`src/hdl/cidp_pkg.sv`:
```
// ----------------------------------------------------------------------------
// Copy/insert delta patch parser package
// Shared result codes, parse phases, the result record and the magic table.
// ----------------------------------------------------------------------------
`default_nettype none

package cidp_pkg;

    // Result kinds.
    localparam logic [1:0] KIND_LITERAL = 2'd0;
    localparam logic [1:0] KIND_COPY    = 2'd1;
    localparam logic [1:0] KIND_DONE    = 2'd2;
    localparam logic [1:0] KIND_ERROR   = 2'd3;

    // Error codes reported with KIND_ERROR.
    localparam logic [2:0] ERR_MAGIC     = 3'd0;
    localparam logic [2:0] ERR_SRC_SIZE  = 3'd1;
    localparam logic [2:0] ERR_TRUNCATED = 3'd2;
    localparam logic [2:0] ERR_COPY_RNG  = 3'd3;
    localparam logic [2:0] ERR_OPCODE    = 3'd4;
    localparam logic [2:0] ERR_TGT_SIZE  = 3'd5;

    // Record opcodes.
    localparam logic [7:0] OP_COPY = 8'h00;
    localparam logic [7:0] OP_DATA = 8'h01;
    localparam logic [7:0] OP_END  = 8'hFF;

    // Header layout: magic ends at byte 3, source size at 7, target size at 11.
    localparam logic [3:0] HDR_MAGIC_LAST = 4'd3;
    localparam logic [3:0] HDR_SRC_LAST   = 4'd7;
    localparam logic [3:0] HDR_TGT_LAST   = 4'd11;
    // Operand layout: COPY offset ends at byte 3, its length at byte 7.
    localparam logic [3:0] OPND_WORD0_LAST = 4'd3;
    localparam logic [3:0] OPND_WORD1_LAST = 4'd7;

    // Saturation limit of the running output total.
    localparam logic [32:0] TOTAL_CAP = {1'b1, 32'h0000_0000};

    typedef enum logic [5:0] {
        PH_HEADER     = 6'b000001,
        PH_OPCODE     = 6'b000010,
        PH_COPY       = 6'b000100,
        PH_DATA_LEN   = 6'b001000,
        PH_DATA_BYTES = 6'b010000,
        PH_DRAIN      = 6'b100000
    } t_phase;

    typedef struct packed {
        logic [1:0]  kind;
        logic [7:0]  literal_byte;
        logic [31:0] copy_offset;
        logic [31:0] copy_length;
        logic [2:0]  error_code;
    } t_result;

    // Expected magic byte at a header position.
    function automatic logic [7:0] cidp_magic(input logic [1:0] idx);
        logic [7:0] v;
        unique case (idx)
            2'd0: v = 8'h47;
            2'd1: v = 8'h45;
            2'd2: v = 8'h50;
            2'd3: v = 8'h31;
            default: v = 8'h00;
        endcase
        return v;
    endfunction

endpackage

`default_nettype wire

```
`src/hdl/cidp_parser.sv`:
```
// ----------------------------------------------------------------------------
// Delta patch byte parser
// Holds the parse state and turns each accepted byte into at most one result.
// ----------------------------------------------------------------------------
`default_nettype none

module cidp_parser
    import cidp_pkg::*;
(
    input  wire logic        i_clk,
    input  wire logic        i_rst_n,
    input  wire logic        i_accept,
    input  wire logic [7:0]  i_patch_byte,
    input  wire logic        i_is_last,
    input  wire logic [31:0] i_source_length,
    output logic             o_push,
    output t_result          o_result
);

    t_phase      r_phase, n_phase;
    logic [3:0]  r_pos, n_pos;
    logic [32:0] r_total, n_total;
    logic [31:0] r_word, n_word;
    logic [31:0] r_offset, n_offset;
    logic [31:0] r_remain, n_remain;
    logic [31:0] r_target, n_target;

    logic [31:0] w_word_in;
    logic [33:0] w_total_sum;
    logic [32:0] w_copy_end;
    logic [31:0] w_remain_dec;
    logic        w_add;
    logic        w_err;
    logic [2:0]  w_err_code;
    logic        w_emit;
    t_result     w_emit_res;

    assign w_word_in    = {i_patch_byte, r_word[31:8]};
    assign w_total_sum  = {1'b0, r_total} + {2'b00, w_word_in};
    assign w_copy_end   = {1'b0, r_offset} + {1'b0, w_word_in};
    assign w_remain_dec = (r_remain != 32'd0) ? r_remain - 32'd1 : 32'd0;

    always_comb begin
        n_phase    = r_phase;
        n_pos      = r_pos;
        n_word     = r_word;
        n_offset   = r_offset;
        n_remain   = r_remain;
        n_target   = r_target;
        w_add      = 1'b0;
        w_err      = 1'b0;
        w_err_code = ERR_MAGIC;
        w_emit     = 1'b0;
        w_emit_res = '0;

        unique case (r_phase)
            PH_HEADER: begin
                if (r_pos <= HDR_MAGIC_LAST) begin
                    if (i_patch_byte != cidp_magic(r_pos[1:0])) begin
                        w_err      = 1'b1;
                        w_err_code = ERR_MAGIC;
                    end
                end else begin
                    n_word = w_word_in;
                    if (r_pos == HDR_SRC_LAST && w_word_in != i_source_length) begin
                        w_err      = 1'b1;
                        w_err_code = ERR_SRC_SIZE;
                    end
                    if (r_pos == HDR_TGT_LAST) begin
                        n_target = w_word_in;
                        n_phase  = PH_OPCODE;
                    end
                end
                n_pos = r_pos + 4'd1;
                if (!w_err && i_is_last) begin
                    w_err      = 1'b1;
                    w_err_code = ERR_TRUNCATED;
                end
            end
            PH_OPCODE: begin
                n_pos = 4'd0;
                priority if (i_patch_byte == OP_COPY) begin
                    n_phase = PH_COPY;
                    if (i_is_last) begin
                        w_err      = 1'b1;
                        w_err_code = ERR_TRUNCATED;
                    end
                end else if (i_patch_byte == OP_DATA) begin
                    n_phase = PH_DATA_LEN;
                    if (i_is_last) begin
                        w_err      = 1'b1;
                        w_err_code = ERR_TRUNCATED;
                    end
                end else if (i_patch_byte == OP_END) begin
                    if (r_total == {1'b0, r_target}) begin
                        w_emit          = 1'b1;
                        w_emit_res.kind = KIND_DONE;
                    end else begin
                        w_err      = 1'b1;
                        w_err_code = ERR_TGT_SIZE;
                    end
                    n_phase = PH_DRAIN;
                end else begin
                    w_err      = 1'b1;
                    w_err_code = ERR_OPCODE;
                end
            end
            PH_COPY: begin
                n_word = w_word_in;
                n_pos  = r_pos + 4'd1;
                priority if (r_pos == OPND_WORD0_LAST) begin
                    n_offset = w_word_in;
                    if (i_is_last) begin
                        w_err      = 1'b1;
                        w_err_code = ERR_TRUNCATED;
                    end
                end else if (r_pos >= OPND_WORD1_LAST) begin
                    priority if (w_copy_end > {1'b0, i_source_length}) begin
                        w_err      = 1'b1;
                        w_err_code = ERR_COPY_RNG;
                    end else if (i_is_last) begin
                        w_err      = 1'b1;
                        w_err_code = ERR_TRUNCATED;
                    end else begin
                        w_emit                 = 1'b1;
                        w_emit_res.kind        = KIND_COPY;
                        w_emit_res.copy_offset = r_offset;
                        w_emit_res.copy_length = w_word_in;
                        w_add                  = 1'b1;
                        n_phase                = PH_OPCODE;
                    end
                end else if (i_is_last) begin
                    w_err      = 1'b1;
                    w_err_code = ERR_TRUNCATED;
                end
            end
            PH_DATA_LEN: begin
                n_word = w_word_in;
                n_pos  = r_pos + 4'd1;
                if (r_pos >= OPND_WORD0_LAST) begin
                    w_add = 1'b1;
                    priority if (i_is_last) begin
                        w_err      = 1'b1;
                        w_err_code = ERR_TRUNCATED;
                    end else if (w_word_in == 32'd0) begin
                        n_phase = PH_OPCODE;
                    end else begin
                        n_remain = w_word_in;
                        n_phase  = PH_DATA_BYTES;
                    end
                end else if (i_is_last) begin
                    w_err      = 1'b1;
                    w_err_code = ERR_TRUNCATED;
                end
            end
            PH_DATA_BYTES: begin
                n_remain = w_remain_dec;
                if (i_is_last) begin
                    w_err      = 1'b1;
                    w_err_code = ERR_TRUNCATED;
                end else begin
                    w_emit                  = 1'b1;
                    w_emit_res.kind         = KIND_LITERAL;
                    w_emit_res.literal_byte = i_patch_byte;
                    if (w_remain_dec == 32'd0) begin
                        n_phase = PH_OPCODE;
                    end
                end
            end
            PH_DRAIN: begin
            end
            default: begin
                n_phase = PH_DRAIN;
            end
        endcase

        // Saturating running total of bytes the patch produces.
        if (!w_add) begin
            n_total = r_total;
        end else if (w_total_sum > {1'b0, TOTAL_CAP}) begin
            n_total = TOTAL_CAP;
        end else begin
            n_total = w_total_sum[32:0];
        end

        if (w_err) begin
            n_phase = PH_DRAIN;
        end

        // The last byte of a patch always rearms the parser.
        if (i_is_last) begin
            n_phase = PH_HEADER;
            n_pos   = 4'd0;
            n_total = '0;
        end
    end

    always_comb begin
        o_push = i_accept && (w_err || w_emit);
        if (w_err) begin
            o_result            = '0;
            o_result.kind       = KIND_ERROR;
            o_result.error_code = w_err_code;
        end else begin
            o_result = w_emit_res;
        end
    end

    always_ff @(posedge i_clk) begin
        if (!i_rst_n) begin
            r_phase <= PH_HEADER;
            r_pos   <= 4'd0;
            r_total <= '0;
        end else if (i_accept) begin
            r_phase <= n_phase;
            r_pos   <= n_pos;
            r_total <= n_total;
        end
    end

    always_ff @(posedge i_clk) begin
        if (i_accept) begin
            r_word   <= n_word;
            r_offset <= n_offset;
            r_remain <= n_remain;
            r_target <= n_target;
        end
    end

endmodule

`default_nettype wire

```
`src/hdl/copy_insert_delta_patch_parser_unit.sv`:
```
// ----------------------------------------------------------------------------
// Copy/insert delta patch parser unit
// Parses a byte-wide delta patch stream into literal bytes, copy commands and
// a final status, checking the header against the configured source length.
// ----------------------------------------------------------------------------
//
//  Channel   Direction  Handshake            Payload
//  -------   ---------  -------------------  -----------------------------------
//  input     in         i_valid / o_stall    i_patch_byte, i_is_last
//  output    out        o_valid / i_stall    o_kind, o_literal_byte, o_copy_offset,
//                                            o_copy_length, o_error_code
//  config    in         i_cfg_wr_en          i_cfg_wr_data (source length)
//
// Each byte is parsed in the cycle it is accepted; its result, if any, is
// registered into the result queue, whose head drives the output. One byte
// per cycle is sustained while o_stall is low, limited by the parse state update.
// A two-entry result queue lets the input keep flowing while a result waits;
// o_stall rises only when both entries are full.
// Reset is synchronous and active low; it clears the parse state, the queue
// and the source length register.
//
`default_nettype none

module copy_insert_delta_patch_parser_unit
    import cidp_pkg::*;
(
    input  wire logic        i_clk,
    input  wire logic        i_rst_n,
    // Configuration.
    input  wire logic        i_cfg_wr_en,
    input  wire logic [31:0] i_cfg_wr_data,
    // Input transactions.
    input  wire logic        i_valid,
    output logic             o_stall,
    input  wire logic [7:0]  i_patch_byte,
    input  wire logic        i_is_last,
    // Output transactions.
    output logic             o_valid,
    input  wire logic        i_stall,
    output logic [1:0]       o_kind,
    output logic [7:0]       o_literal_byte,
    output logic [31:0]      o_copy_offset,
    output logic [31:0]      o_copy_length,
    output logic [2:0]       o_error_code
);

    logic [31:0] r_source_length;
    logic [1:0]  r_cnt, n_cnt;
    t_result     r_head;
    t_result     r_tail;

    logic        w_accept;
    logic        w_push;
    logic        w_pop;
    t_result     w_result;

    // The user must write the source length register only while the parser is idle; not enforced.
    always_ff @(posedge i_clk) begin
        if (!i_rst_n) begin
            r_source_length <= '0;
        end else if (i_cfg_wr_en) begin
            r_source_length <= i_cfg_wr_data;
        end
    end

    // Input is refused only when both queue entries hold results.
    assign o_stall  = (r_cnt == 2'd2);
    assign w_accept = i_valid && !o_stall;

    cidp_parser u_parser (
        .i_clk           (i_clk),
        .i_rst_n         (i_rst_n),
        .i_accept        (w_accept),
        .i_patch_byte    (i_patch_byte),
        .i_is_last       (i_is_last),
        .i_source_length (r_source_length),
        .o_push          (w_push),
        .o_result        (w_result)
    );

    // Result queue: the head entry drives the outputs, the tail entry catches a
    // result produced while the head is held by a stalled consumer.
    assign w_pop = (r_cnt != 2'd0) && !i_stall;

    always_comb begin
        n_cnt = r_cnt;
        unique case ({w_push, w_pop})
            2'b10:   n_cnt = r_cnt + 2'd1;
            2'b01:   n_cnt = r_cnt - 2'd1;
            default: n_cnt = r_cnt;
        endcase
    end

    always_ff @(posedge i_clk) begin
        if (!i_rst_n) begin
            r_cnt <= 2'd0;
        end else begin
            r_cnt <= n_cnt;
        end
    end

    always_ff @(posedge i_clk) begin
        if (w_pop && r_cnt == 2'd2) begin
            r_head <= r_tail;
        end
        if (w_push) begin
            if (r_cnt == 2'd0 || (r_cnt == 2'd1 && w_pop)) begin
                r_head <= w_result;
            end else begin
                r_tail <= w_result;
            end
        end
    end

    assign o_valid        = (r_cnt != 2'd0);
    assign o_kind         = r_head.kind;
    assign o_literal_byte = r_head.literal_byte;
    assign o_copy_offset  = r_head.copy_offset;
    assign o_copy_length  = r_head.copy_length;
    assign o_error_code   = r_head.error_code;

    // A full queue always presents a result.
    a_stall_has_result: assert property (@(posedge i_clk) disable iff (!i_rst_n)
        o_stall |-> o_valid)
        else $error("input stalled with an empty result queue");

    // A full queue whose head is held stays full on the next cycle.
    a_full_holds: assert property (@(posedge i_clk) disable iff (!i_rst_n)
        (r_cnt == 2'd2 && i_stall) |=> (r_cnt == 2'd2))
        else $error("result queue lost an entry while stalled");

    // Error results carry only defined error codes.
    a_err_code_range: assert property (@(posedge i_clk) disable iff (!i_rst_n)
        (o_valid && o_kind == KIND_ERROR) |-> (o_error_code <= ERR_TGT_SIZE))
        else $error("undefined error code reported");

    // Copy fields are zero on every result that is not a copy command.
    a_copy_fields_clear: assert property (@(posedge i_clk) disable iff (!i_rst_n)
        (o_valid && o_kind != KIND_COPY) |-> (o_copy_offset == 32'd0 &&
                                              o_copy_length == 32'd0))
        else $error("copy fields set on a non-copy result");

endmodule

`default_nettype wire

```
`config.mk`:
```
export PLATFORM = sky130hd
export DESIGN_NAME = copy_insert_delta_patch_parser_unit
export DESIGN_NICKNAME = d
export VERILOG_FILES = /design/src/hdl/cidp_pkg.sv /design/src/hdl/cidp_parser.sv /design/src/hdl/copy_insert_delta_patch_parser_unit.sv
export SDC_FILE = /design/constraint.sdc
export NUM_CORES = 1
export LEC_CHECK = 0
export BUFFER_PORTS_ARGS = -buffer_cell sky130_fd_sc_hd__buf_2
export CELL_PAD_IN_SITES_DETAIL_PLACEMENT = 0
export CELL_PAD_IN_SITES_GLOBAL_PLACEMENT = 1
export CORE_ASPECT_RATIO = 0.8
export CORE_MARGIN = 2
export CORE_UTILIZATION = 44
export CTS_CLUSTER_DIAMETER = 150
export DETAILED_ROUTE_END_ITERATION = 16
export GPL_ROUTABILITY_DRIVEN = 0
export PLACE_DENSITY = 0.75
export SETUP_SLACK_MARGIN = 0.15
export SYNTH_ARGS = -nofsm -noshare
export SYNTH_HDL_FRONTEND = slang
export SYNTH_SLANG_ARGS = --single-unit
```
`constraint.sdc`:
```
create_clock -name i_clk -period 6.7 [get_ports i_clk]
set_input_delay 1.005 -clock i_clk [delete_from_list [all_inputs] [get_ports i_clk]]
set_output_delay 1.005 -clock i_clk [all_outputs]
set_load 0.03 [all_outputs]
```
==> impl_metrics.yaml <==
grt:
  grt_start_max_net_pins: 76
  gr-usage-all-layers_pct: 24.65
  grt_pass1_vias: 14250
  grt_antenna_before_repair: 6
  overflow: 0
  grt_first_pass_wirelength_microns: 85910
synthesis:
  synth_area_leaders: "edfxtp_1, dfxtp_1, ha_1, mux2i_1, xnor2_1"
  synth_area_sq_mm: 0.01917
  synth_top_area_cell: "edfxtp_1"
  ys_seq_area_share_pct: 46.95
  ys_async_sr_fraction_pct: 0
  ys_warn_count: 0
  synth_cells: 1944
  ys.flop_type: "edfxtp_1"
  synth_nets: 2098
  synth_cell_types: 68
  synth_edf_count: 197
  yosysTopAreaCellShare_pct: 30.87
  syn_area_per_cell_sq_um: 9.859
  ys_seq_elements: 351
clock_tree:
  cts_buffers: 38
  cts.sinks: 351
  cts_tree: "done"
  clockRootBuffer: "clkbuf_16"
  clockBufferDepth: 3
  clk_pin_slew_worst_paths_ns: 0.06
  cts-htree-levels: 2
  clk_latency_ns: 0.55
finish:
  utilization_pct: 51.08
  syn_to_final_growth_pct: 14.73
  fin_nets: 2236
  drive_gt1_share_pct: 12.80
worst_hold_path:
  worstHoldStart: "u_parser.r_total[0]"
  hold_path_class: "register to register"
pwr:
  p_seq_share_pct: 46.0
  p_int_mw: 3.949
  power.share.switching_pct: 28.68
  powerDensity_mw_per_mm2: 251.8
  pwr-share-comb_pct: 16.7
  p_switching_mw: 1.588
  p_leak_nw: 8.336
  peakVddDrop_mv: 0.1631
  clkPwrFrac_pct: 37.3
worst_setup_path:
  cp-end-kind: "register"
  reg2reg_to: "u_parser.r_total[31]"
  cp_slowest_stage_delay_ns: 0.47
  required_ns: 7.15
  endpoint: "u_parser.r_total[31]"
  crit_slowest_cell: "fa_1"
  crit_type: "register to register"
  r2r_slack_ns: 0.58
  crit_cells: 25
  r2r_start: "u_parser.r_offset[0]"
  cp_common_cell: "a21o_1"
  critPathMaxFanout: 11
  cp-startpoint: "u_parser.r_offset[0]"
  crit_buf_inv: 1
  rr_worst_depth: 25
  crit_arrival_ns: 6.57
  critical_path.top_delay_family: "compound AO/OA/AOI/OAI gates"
  startpoint_type: "register"
timing:
  tightest_slew_ns: 1.056
  tns_ns: 0
  period_share_pct: 91.38
  clock_skew_ns: 0.01256
  rsz0062_at_grt: "no"
  slew_headroom_pct: 29.60
  setup_viol: 0
  fin_crit_ns: 6.123
  postLayoutSetupSlackWorst_ns: 0.5773
  finalHoldViolations: 0
  slew_viol_final: 0
  clock.fmax_mhz: 163.3
drt:
  wl_per_cell_microns: 21.24
  drt.antenna.violating_nets: 0
  drtIter0Drc: 1291
  drt_wl_total_microns: 56760
  drc: 0
  num_vias: 15190
  via_per_inst: 5.685
  firstDrtPassIters: 6
job:
  drv_cap: 0
floorplanning:
  fp.dieH_microns: 190.7
  die_x_microns: 237.3
  pin_count: 125
  core_sq_mm: 0.04305
  initial_utilization_pct: 44.52
  rows: 68
  fp.dieArea_sq_mm: 0.04525
run_status:
  status: "finished, final reports clean"
placed_design:
  portBuffers: 124
  pre_cts_ws_ns: 0.2654
  dpl.hpwl_microns: 39990
## layer usage
| layer | up-vias | global-route usage, % | part of all wire, % |
|---|---|---|---|
| met4 | 4 | 8.781 | 3.1 |
| met1 | 7266 | 35.69 | 47 |
| met3 | 100 | 4.111 | 6.9 |
| met2 | 540 | 37.14 | 43 |
| li1 | 7280 | - | - |
| met5 | - | 0 | 0.048 |
## cells in the mapped netlist (6+ instances only)
cell,count
o211ai_1,6
inv_1,64
nor3_1,39
xor2_1,39
nor2b_1,47
nor4_1,34
a21o_1,30
mux2i_1,111
nand3b_1,6
clkbuf_1,78
a21oi_1,79
a211oi_1,12
o21bai_1,9
nand2_1,236
nand3_1,26
ha_1,106
dfxtp_1,154
o21a_1,12
o31ai_1,25
o21ai_0,179
or4_1,12
nand2b_1,19
or2_2,6
xnor2_1,114
a31oi_1,11
and2_1,80
edfxtp_1,197
or3_1,9
nor3b_1,6
nor2_1,91
nand4_1,35
## how the worst min path moves through the flow
stage / to / slack, ns / cells after the start
after global placement: u_parser.r_total[0] / 0.46 / 2
after floorplan: u_parser.r_total[26] / 0.45 / 2
after CTS: u_parser.r_total[0] / 0.48 / 2
after global routing: u_parser.r_total[0] / 0.50 / 2
after detailed placement: u_parser.r_total[0] / 0.47 / 2
final: u_parser.r_total[0] / 0.47 / 2
## flip-flops by register name, indices dropped and copies added (netlist names), 8 cells and up
| signal | flops |
|---|---|
| u_parser.r_word | 24 |
| o_copy_offset | 32 |
| u_parser.r_target | 32 |
| u_parser.r_total | 33 |
| u_parser.r_remain | 32 |
| o_copy_length | 32 |
| r_tail | 77 |
| o_literal_byte | 8 |
| r_source_length | 32 |
| u_parser.r_offset | 32 |
## power groups by stage
stage / sequential, mW / combinational, mW / clock [mW]
2_1_floorplan: 2.71 / 0.488 / 0
3_3_place_gp: 2.59 / 0.915 / 0
3_5_place_dp: 2.59 / 0.928 / 0
4_1_cts: 2.55 / 0.930 / 2.10
5_1_grt: 2.56 / 1.01 / 2.18
6_report: 2.54 / 0.926 / 2.07
## stage by stage
step / std cells / hold slack [ns] / area (sq um) / power [mW]
floorplan: 1944 / 0.4465 / 19170 / 3.199
global placement: 2597 / 0.4644 / 20670 / 3.501
detailed placement: 2597 / 0.4679 / 20670 / 3.519
CTS: 2664 / 0.4763 / 21890 / 5.574
global route: 2672 / 0.4999 / 21990 / 5.760
finish: 2672 / 0.4733 / 21990 / 5.537
## cells by family after synthesis
| family | share of synthesized area [%] |
|---|---|
| AND/OR/NAND/NOR | 17.15 |
| AO/OA/AOI/OAI | 12.97 |
| flip-flops | 46.95 |
| XOR/XNOR | 6.992 |
| buffers and inverters | 2.951 |
| multiplexers | 5.856 |
| adder cells (fa/ha/maj) | 7.129 |
## worst min-delay path, stage by stage (launching register included)
cell and delay (ns):
dfxtp_1 0.33, nand2_1 0.06, nand2_1 0.04
## repair_timing
item | CTS | global route
resized for setup | 0 | 9
hold buffers | 0 | 0
hold endpoints to repair | 0 | 0
buffers inserted | 0 | 4
endpoints found under the setup margin | 0 | 196
## cell type report
type	count	area, sq um
fillers	3932	21060
inverters	64	240.2
repair buffers	182	1127
flip-flops and latches	351	8999
clock buffers	53	1130
multi-input cells	1445	9699
clock inverters	14	86.33
well taps	560	700.7
diodes	3	7.507
## placed cells by master (no fill, tap or decap), types with 41 or more instances in the layout
master | synthesis | layout
a21oi_1 | 79 | 75
buf_4 | 0 | 52
xnor2_1 | 114 | 114
nor2_1 | 91 | 91
ha_1 | 106 | 106
o21ai_0 | 179 | 179
inv_1 | 64 | 64
edfxtp_1 | 197 | 197
nor2b_1 | 47 | 47
buf_2 | 1 | 124
mux2i_1 | 111 | 111
clkbuf_16 | 0 | 41
dfxtp_1 | 154 | 154
and2_1 | 80 | 79
nand2_1 | 236 | 236
Note: power is estimated with default switching activity, not from simulation.
